File: src/hw/rtl/hbm_pkg.sv
// ----------------------------------------------------------------------------
// hbm_pkg
// Types, codes and defaults shared by the heartbeat monitor modules.
// ----------------------------------------------------------------------------
package hbm_pkg;

  localparam int unsigned CHANNELS_DEF     = 8;
  localparam logic [31:0] DEFAULT_DEADLINE = 32'd3000;

  typedef enum logic [1:0] {
    CMD_TICK  = 2'd0,
    CMD_BEAT  = 2'd1,
    CMD_ARM   = 2'd2,
    CMD_CHECK = 2'd3
  } hbm_cmd_t;

  typedef enum logic [1:0] {
    KIND_RESTORED = 2'd0,
    KIND_MISSED   = 2'd1,
    KIND_SUMMARY  = 2'd2
  } hbm_kind_t;

  typedef enum logic [1:0] {
    S_IDLE,
    S_EXEC,
    S_SWEEP,
    S_SUM
  } hbm_state_t;

  typedef struct packed {
    logic [1:0]  cmd;
    logic [2:0]  channel;
    logic [31:0] limit_ms;
    logic        mode_is_safe;
  } hbm_in_t;

  typedef struct packed {
    logic [1:0] event_kind;
    logic [2:0] event_channel;
    logic       watchdog_fault;
    logic       enter_safe;
    logic       last;
  } hbm_out_t;

  typedef struct packed {
    logic load;
    logic tick;
    logic arm;
    logic beat;
    logic sw_clear;
    logic sw_step;
    logic summary;
  } hbm_ctl_t;

  typedef struct packed {
    hbm_cmd_t cmd;
    logic     ch_ok;
    logic     hit;
    logic     idx_last;
    logic     out_free;
  } hbm_stat_t;

endpackage

File: src/hw/rtl/hbm_ctrl.sv
// ----------------------------------------------------------------------------
// hbm_ctrl
// Sequencer that steps the datapath through one command word at a time.
// ----------------------------------------------------------------------------
module hbm_ctrl
  import hbm_pkg::*;
(
  input  logic      clk,
  input  logic      rst_n,
  input  logic      in_valid,
  output logic      in_ready,
  input  hbm_stat_t stat,
  output hbm_ctl_t  ctl
);

  hbm_state_t state_r;
  hbm_state_t state_nxt;

  always_ff @(posedge clk) begin
    if (!rst_n) begin
      state_r <= S_IDLE;
    end else begin
      state_r <= state_nxt;
    end
  end

  always_comb begin
    state_nxt = state_r;
    case (state_r)
      S_IDLE: begin
        if (in_valid) begin
          state_nxt = S_EXEC;
        end
      end
      S_EXEC: begin
        case (stat.cmd)
          CMD_TICK, CMD_ARM: state_nxt = S_IDLE;
          CMD_BEAT: begin
            if (stat.out_free || !stat.ch_ok) begin
              state_nxt = S_IDLE;
            end
          end
          CMD_CHECK: state_nxt = S_SWEEP;
          default:   state_nxt = S_IDLE;
        endcase
      end
      S_SWEEP: begin
        if ((stat.out_free || !stat.hit) && stat.idx_last) begin
          state_nxt = S_SUM;
        end
      end
      S_SUM: begin
        if (stat.out_free) begin
          state_nxt = S_IDLE;
        end
      end
      default: state_nxt = S_IDLE;
    endcase
  end

  always_comb begin
    ctl      = '0;
    in_ready = 1'b0;
    case (state_r)
      S_IDLE: begin
        in_ready = 1'b1;
        ctl.load = in_valid;
      end
      S_EXEC: begin
        case (stat.cmd)
          CMD_TICK:  ctl.tick     = 1'b1;
          CMD_ARM:   ctl.arm      = stat.ch_ok;
          CMD_BEAT:  ctl.beat     = stat.ch_ok && stat.out_free;
          CMD_CHECK: ctl.sw_clear = 1'b1;
          default:   ctl.tick     = 1'b0;
        endcase
      end
      S_SWEEP: ctl.sw_step = stat.out_free || !stat.hit;
      S_SUM:   ctl.summary = stat.out_free;
      default: ctl         = '0;
    endcase
  end

endmodule

File: src/hw/rtl/hbm_datapath.sv
// ----------------------------------------------------------------------------
// hbm_datapath
// Channel tables, millisecond counter, sweep index and output register.
// ----------------------------------------------------------------------------
module hbm_datapath
  import hbm_pkg::*;
#(
  parameter int unsigned CHANNELS = CHANNELS_DEF
) (
  input  logic      clk,
  input  logic      rst_n,
  input  hbm_in_t   in_data,
  input  hbm_ctl_t  ctl,
  output hbm_stat_t stat,
  output logic      out_valid,
  input  logic      out_ready,
  output hbm_out_t  out_data
);

  localparam int unsigned IDXW = (CHANNELS > 1) ? $clog2(CHANNELS) : 1;

  hbm_in_t           q_r;
  logic [31:0]       now_r;
  logic [31:0]       last_beat_r [CHANNELS];
  logic [31:0]       deadline_r  [CHANNELS];
  logic [CHANNELS-1:0] armed_r;
  logic [CHANNELS-1:0] trip_r;
  logic [IDXW-1:0]   idx_r;
  logic              any_r;
  logic              out_valid_r;
  hbm_out_t          out_r;

  logic [31:0]     ch_ext;
  logic [IDXW-1:0] ch_idx;
  logic [31:0]     idx_ext;
  logic [31:0]     elapsed;
  logic            hit;

  assign ch_ext  = 32'(q_r.channel);
  assign ch_idx  = ch_ext[IDXW-1:0];
  assign idx_ext = 32'(idx_r);
  assign elapsed = now_r - last_beat_r[idx_r];
  assign hit     = armed_r[idx_r] && !trip_r[idx_r] && (elapsed > deadline_r[idx_r]);

  assign stat.cmd      = hbm_cmd_t'(q_r.cmd);
  assign stat.ch_ok    = ch_ext < 32'(CHANNELS);
  assign stat.hit      = hit;
  assign stat.idx_last = idx_r == IDXW'(CHANNELS - 1);
  assign stat.out_free = !out_valid_r || out_ready;

  assign out_valid = out_valid_r;
  assign out_data  = out_r;

  always_ff @(posedge clk) begin
    if (ctl.load) begin
      q_r <= in_data;
    end
  end

  always_ff @(posedge clk) begin
    if (!rst_n) begin
      now_r   <= '0;
      armed_r <= '0;
      trip_r  <= '0;
      idx_r   <= '0;
      any_r   <= 1'b0;
      for (int i = 0; i < CHANNELS; i++) begin
        last_beat_r[i] <= '0;
        deadline_r[i]  <= DEFAULT_DEADLINE;
      end
    end else begin
      if (ctl.tick) begin
        now_r <= now_r + 32'd1;
      end
      if (ctl.arm) begin
        deadline_r[ch_idx]  <= q_r.limit_ms;
        armed_r[ch_idx]     <= 1'b1;
        last_beat_r[ch_idx] <= now_r;
      end
      if (ctl.beat) begin
        last_beat_r[ch_idx] <= now_r;
        trip_r[ch_idx]      <= 1'b0;
      end
      if (ctl.sw_clear) begin
        idx_r <= '0;
        any_r <= 1'b0;
      end
      if (ctl.sw_step) begin
        idx_r <= idx_r + IDXW'(1);
        if (hit) begin
          trip_r[idx_r] <= 1'b1;
          any_r         <= 1'b1;
        end
      end
    end
  end

  always_ff @(posedge clk) begin
    if (!rst_n) begin
      out_valid_r <= 1'b0;
    end else if ((ctl.beat && trip_r[ch_idx]) || (ctl.sw_step && hit) || ctl.summary) begin
      out_valid_r <= 1'b1;
    end else if (out_ready) begin
      out_valid_r <= 1'b0;
    end
  end

  always_ff @(posedge clk) begin
    if (ctl.beat && trip_r[ch_idx]) begin
      out_r <= '{event_kind: KIND_RESTORED, event_channel: q_r.channel,
                 watchdog_fault: 1'b0, enter_safe: 1'b0, last: 1'b1};
    end else if (ctl.sw_step && hit) begin
      out_r <= '{event_kind: KIND_MISSED, event_channel: idx_ext[2:0],
                 watchdog_fault: 1'b0, enter_safe: 1'b0, last: 1'b0};
    end else if (ctl.summary) begin
      out_r <= '{event_kind: KIND_SUMMARY, event_channel: 3'd0,
                 watchdog_fault: any_r, enter_safe: any_r && !q_r.mode_is_safe,
                 last: 1'b1};
    end
  end

endmodule

File: src/hw/rtl/multi_channel_heartbeat_monitor_core.sv
// ----------------------------------------------------------------------------
// multi_channel_heartbeat_monitor_core
// Heartbeat watchdog over a set of channels with a tick-driven timebase.
//
//   Channel  Direction  Handshake          Word
//   in_      input      in_valid/in_ready  hbm_in_t (cmd, channel, deadline, mode)
//   out_     output     out_valid/out_ready hbm_out_t (event, channel, flags, last)
//
// Tick and arm words go through the execute state back to idle, as does a
// heartbeat while the output register is free; a heartbeat on a valid channel
// otherwise waits there until the older result leaves. A check sweep visits
// each channel in turn through the single elapsed-time compare, then emits the
// summary word. A new input word is taken while the last result still sits in
// the output register. A stalled output holds the sweep at the channel that
// trips. Reset is synchronous and resets all channel state.
// ----------------------------------------------------------------------------
module multi_channel_heartbeat_monitor_core
  import hbm_pkg::*;
#(
  parameter int unsigned CHANNELS = CHANNELS_DEF
) (
  input  logic     clk,
  input  logic     rst_n,
  input  logic     in_valid,
  output logic     in_ready,
  input  hbm_in_t  in_data,
  output logic     out_valid,
  input  logic     out_ready,
  output hbm_out_t out_data
);

  hbm_ctl_t  ctl;
  hbm_stat_t stat;

  hbm_ctrl u_ctrl (
    .clk      (clk),
    .rst_n    (rst_n),
    .in_valid (in_valid),
    .in_ready (in_ready),
    .stat     (stat),
    .ctl      (ctl)
  );

  hbm_datapath #(
    .CHANNELS (CHANNELS)
  ) u_datapath (
    .clk       (clk),
    .rst_n     (rst_n),
    .in_data   (in_data),
    .ctl       (ctl),
    .stat      (stat),
    .out_valid (out_valid),
    .out_ready (out_ready),
    .out_data  (out_data)
  );

endmodule
File: config.mk
export PLATFORM = sky130hd
export DESIGN_NAME = multi_channel_heartbeat_monitor_core
export DESIGN_NICKNAME = d
export VERILOG_FILES = /design/src/hw/rtl/hbm_pkg.sv /design/src/hw/rtl/hbm_ctrl.sv /design/src/hw/rtl/hbm_datapath.sv /design/src/hw/rtl/multi_channel_heartbeat_monitor_core.sv
export SDC_FILE = /design/constraint.sdc
export NUM_CORES = 1
export LEC_CHECK = 0
export BUFFER_PORTS_ARGS = -buffer_cell sky130_fd_sc_hd__buf_2
export CORE_MARGIN = 2
export CORE_UTILIZATION = 45
export DETAILED_ROUTE_END_ITERATION = 7
export SLEW_MARGIN = 40
export SYNTH_ARGS = -nofsm -noshare
export SYNTH_HDL_FRONTEND = slang
export SYNTH_HIERARCHICAL = 1
export SYNTH_SLANG_ARGS = --single-unit
File: constraint.sdc
create_clock -name clk -period 12.5 [get_ports clk]
set_input_delay 1.875 -clock clk [delete_from_list [all_inputs] [get_ports clk]]
set_output_delay 1.875 -clock clk [all_outputs]
set_load 0.05 [all_outputs]
==> run summary <==
## Route
• post-route DRC violation count: 0
• number of DRC violations after detailed-routing iteration 0: 1,381
• Routed Antenna Nets: 0
• Total Wirelength: 73,630 um
• mean number of vias per cell: 5.708
• count of vias placed by the detailed router: 16,940
• WL/cell: 24.81 um
• total iterations of the first detailed-routing run: 5

## Floorplan
• Die Height: 258.7 um
• number of top-level pins: 52
• Cell Rows: 93
• Die Area: 66,940 sq um
• Chip Width: 258.7 um
• effective utilization at floorplan: 0.4538
• area of the placeable core: 64,350 sq um

## CTS
• number of gates resized after cts: 0
• TritonCTS clock tree: yes
• clock latency at the later pin of the worst-skew pair: 0.62 ns
• clock tree root buffer cell: sky130_fd_sc_hd__clkbuf_16
• H-Tree Depth: 3
• number of buffers between clock root and the deepest sink: 3
• Clock Sink Count: 616
• clock-pin slew on the worst setup and hold paths: 0.06 ns
• buffer count from post-CTS setup fixing: 0
• number of buffers inserted during clock tree synthesis: 68
• CTS hold repair buffers: 0

## Finish
• area growth from synthesis to layout: 12.96%
• Nets: 2,169
• post-route cell area: 32,980 sq um
• final core utilization: 0.5126
• number of fill cells in the layout: 5,308
• ratio of cells with drive above 1 in the final layout: 0.1805

## STA
• count of final max-slew check failures: 0
• max-slew headroom at the worst pin: 0.4217
• post-route clock period utilization: 0.6171
• Final Hold Vio Count: 0
• worst setup skew after layout: 0.02822 ns
• setup violators final: 0
• RSZ-0062 raised after global routing: no
• highest achievable clock rate: 129.6 MHz
• Worst Max-Slew Pin Slew: 0.8654 ns
• Fin Setup TNS: 0 ns
• worst hold margin: 0.4517 ns
• crit path time final: 7.714 ns

## Global routing
• largest net degree at the start of global routing: 78
• antenna violations before repair: 2
• Congestion Overflow GR: 0
• number of global-route vias before repair: 17,470
• first-pass GRT wire length: 110,800 um
• GRT Resource Usage Total: 0.2235

## Logic synthesis
• fraction of synthesized cell area taken by the top area cell type: 0.5687
• Main synth FF type: sky130_fd_sc_hd__edfxtp_1
• cell type contributing the most total cell area after synthesis: sky130_fd_sc_hd__edfxtp_1
• number of warnings issued by yosys: 6
• top post-synthesis cells by count: sky130_fd_sc_hd__edfxtp_1 (553), sky130_fd_sc_hd__and2_1 (475), sky130_fd_sc_hd__mux4_2 (130), sky130_fd_sc_hd__clkbuf_1 (118)
• Cell Area, Synth: 29,200 sq um
• syn_nets: 2,145
• post-synthesis area per instance: 14.35 sq um
• async set or reset register ratio after synthesis: 0
• proportion of synthesized chip area in sequential cells: 0.6119
• biggest area contributors in the synthesized netlist: sky130_fd_sc_hd__edfxtp_1 (57%), sky130_fd_sc_hd__and2_1 (10%), sky130_fd_sc_hd__mux4_2 (10%)
• FF+latch count, synth: 616
• count of cell types in the netlist: 73
• count of flip-flops with a built-in enable after synthesis: 553
• count of mapped cells out of synthesis: 2,035
• most numerous cell in the Yosys netlist: sky130_fd_sc_hd__edfxtp_1

## Power
• part of the power in registers: 0.524
• share of total power in combinational logic: 0.048
• Total Power: 4.449 mW
• total net switching power: 991.7 uW
• portion of total power attributed to the clock network: 0.428
• IR Drop Worst-Case VDD: 0.1126 mV
• leakage power figure: 11.50 nW
• internal power of the cells: 3.458 mW
• power density normalized to cell area: 134.9 nW/um^2
• switching power as a share of total power: 0.2229

## Job
• reported max-cap violation count: 0

## Placed design
• placer's final routability congestion estimate: 0.8145
• detailed placer's ending HPWL: 43,920 um
• placed instance area: 30,870 sq um
• count of buffers inserted at the top-level ports: 51

## Setup path
• worst reg2reg setup slack: 4.79 ns
• endpoint class of the critical path: register
• Worst Path Max Fanout: 32
• startpoint types: register
• Critical-path top delay cell: sky130_fd_sc_hd__dfxtp_4
• type of the setup path with the least slack: register to register
• Critical Path, Cell by Cell: buf_4 -> mux4_2 -> mux2i_1 -> ha_1 -> and3_1 -> a221oi_1 -> o21ai_0 -> a211oi_1 -> a21oi_1 -> o21ai_1 -> o21ai_1 -> xnor2_1 -> ha_1 -> nand4_1 -> or4_1 -> o211ai_1 -> nor2_1 -> nor2b_1 -> nor3b_1 -> inv_1 -> nor2_1 -> o21ai_2 -> nand2_1 -> or2_2
• crit path DAT: 8.04 ns
• data required time of the critical path: 12.83 ns
• reg-to-reg endpoint: u_datapath/out_data[5]
• reg2reg path depth: 24
• largest incremental delay on the critical path: 0.78 ns

## Status
• run status: complete, no violations

## Worst hold path
• number of cells on the worst hold path: 1
• class of the tightest hold or removal check: register to register
• endpoint of the worst hold path: u_datapath/armed_r[0]
• startpoint of the worst hold path: u_datapath/armed_r[0]

## layout make-up
type                       count  area (sq um)  share of cell area
clock buffer                 106          1914             0.05804
timing repair buffer         102         887.1             0.02690
clock inverter                16         181.4            0.005501
sequential                   616         17880              0.5421
multi-input combinational   1252         10980              0.3328
antenna                        2         5.005           0.0001517
inverter                      19         71.32            0.002162
tap                          855          1070             0.03243
## power groups by stage
stage / clock (mW) / combinational [mW] / sequential, mW
2_1_floorplan: 0 / 0.127 / 2.37
3_3_place_gp: 0 / 0.214 / 2.37
3_5_place_dp: 0 / 0.217 / 2.37
4_1_cts: 1.94 / 0.218 / 2.33
5_1_grt: 2.02 / 0.230 / 2.34
6_report: 1.91 / 0.215 / 2.33
## flip-flops by register name, summed over array words and instances, names as in the netlist, 2 cells and up, named ones only
name and count:
u_datapath/trip_r 8, u_datapath/armed_r 8, u_datapath/deadline_r 256, u_datapath/out_data 8, u_datapath/now_r 32, u_datapath/ch_idx 3, u_datapath/last_beat_r 256, u_datapath/stat 2
u_datapath/q_r 33, u_datapath/idx_r 3
## kinds of logic (layout without fill, tap and decap cells)
kind of cell	count (synthesis)	count (layout)	share of synthesized area
DFF	616	616	0.6119
AOI/OAI and AO/OA	185	185	0.04289
adders and majority gates	68	68	0.02940
muxes	199	199	0.1240
xor gates and xnor gates	59	59	0.01770
and+or+nand+nor	740	740	0.1512
other	1	3	0.0001284
buffers and inverters	167	243	0.02275
## cell usage in the layout (no fill, tap or decap), types with 44 or more instances in the layout
cell,count
sky130_fd_sc_hd__nand2_1,45
sky130_fd_sc_hd__dfxtp_1,60
sky130_fd_sc_hd__xnor2_1,44
sky130_fd_sc_hd__and2_1,475
sky130_fd_sc_hd__ha_1,67
sky130_fd_sc_hd__mux2i_1,66
sky130_fd_sc_hd__a21oi_1,46
sky130_fd_sc_hd__mux4_2,130
sky130_fd_sc_hd__clkbuf_16,68
sky130_fd_sc_hd__edfxtp_1,553
sky130_fd_sc_hd__buf_2,50
sky130_fd_sc_hd__or3_1,59
## how the worst max path moves through the flow
stage / endpoint / cells past startpoint / slack, ns / startpoint
global placement: u_datapath/out_data[3] / 24 / 4.86 / register
CTS: u_datapath/out_data[3] / 24 / 4.78 / register
detailed placement: u_datapath/out_data[3] / 24 / 4.80 / register
floorplan: u_datapath/out_data[3] / 27 / 5.96 / register
finish: u_datapath/out_data[5] / 24 / 4.79 / register
global route: u_datapath/out_data[4] / 24 / 4.18 / register
## worst max-delay path, delay by kind of cell (launching register included)
family	cells	cell delay [ns]
DFF	1	0.78
and+or+nand+nor	9	2.31
buffers and inverters	2	0.78
adders and majority gates	2	0.66
muxes	2	0.81
AOI/OAI and AO/OA	8	1.85
xor gates and xnor gates	1	0.14
## per-stage QoR
stage	instances	setup WS [ns]
2_1_floorplan	2035	5.965
3_3_place_gp	2824	4.856
3_5_place_dp	2843	4.797
4_1_cts	2965	4.781
5_1_grt	2966	4.180
6_report	2968	4.786
## metal layers
| metal | wire [um] | track usage |
|---|---|---|
| met5 | 0 | 0 |
| met4 | 1785 | 0.06487 |
| met3 | 5030 | 0.04186 |
| met2 | 34540 | 0.3563 |
| met1 | 32280 | 0.3144 |
(Power assumes the default switching activity.)
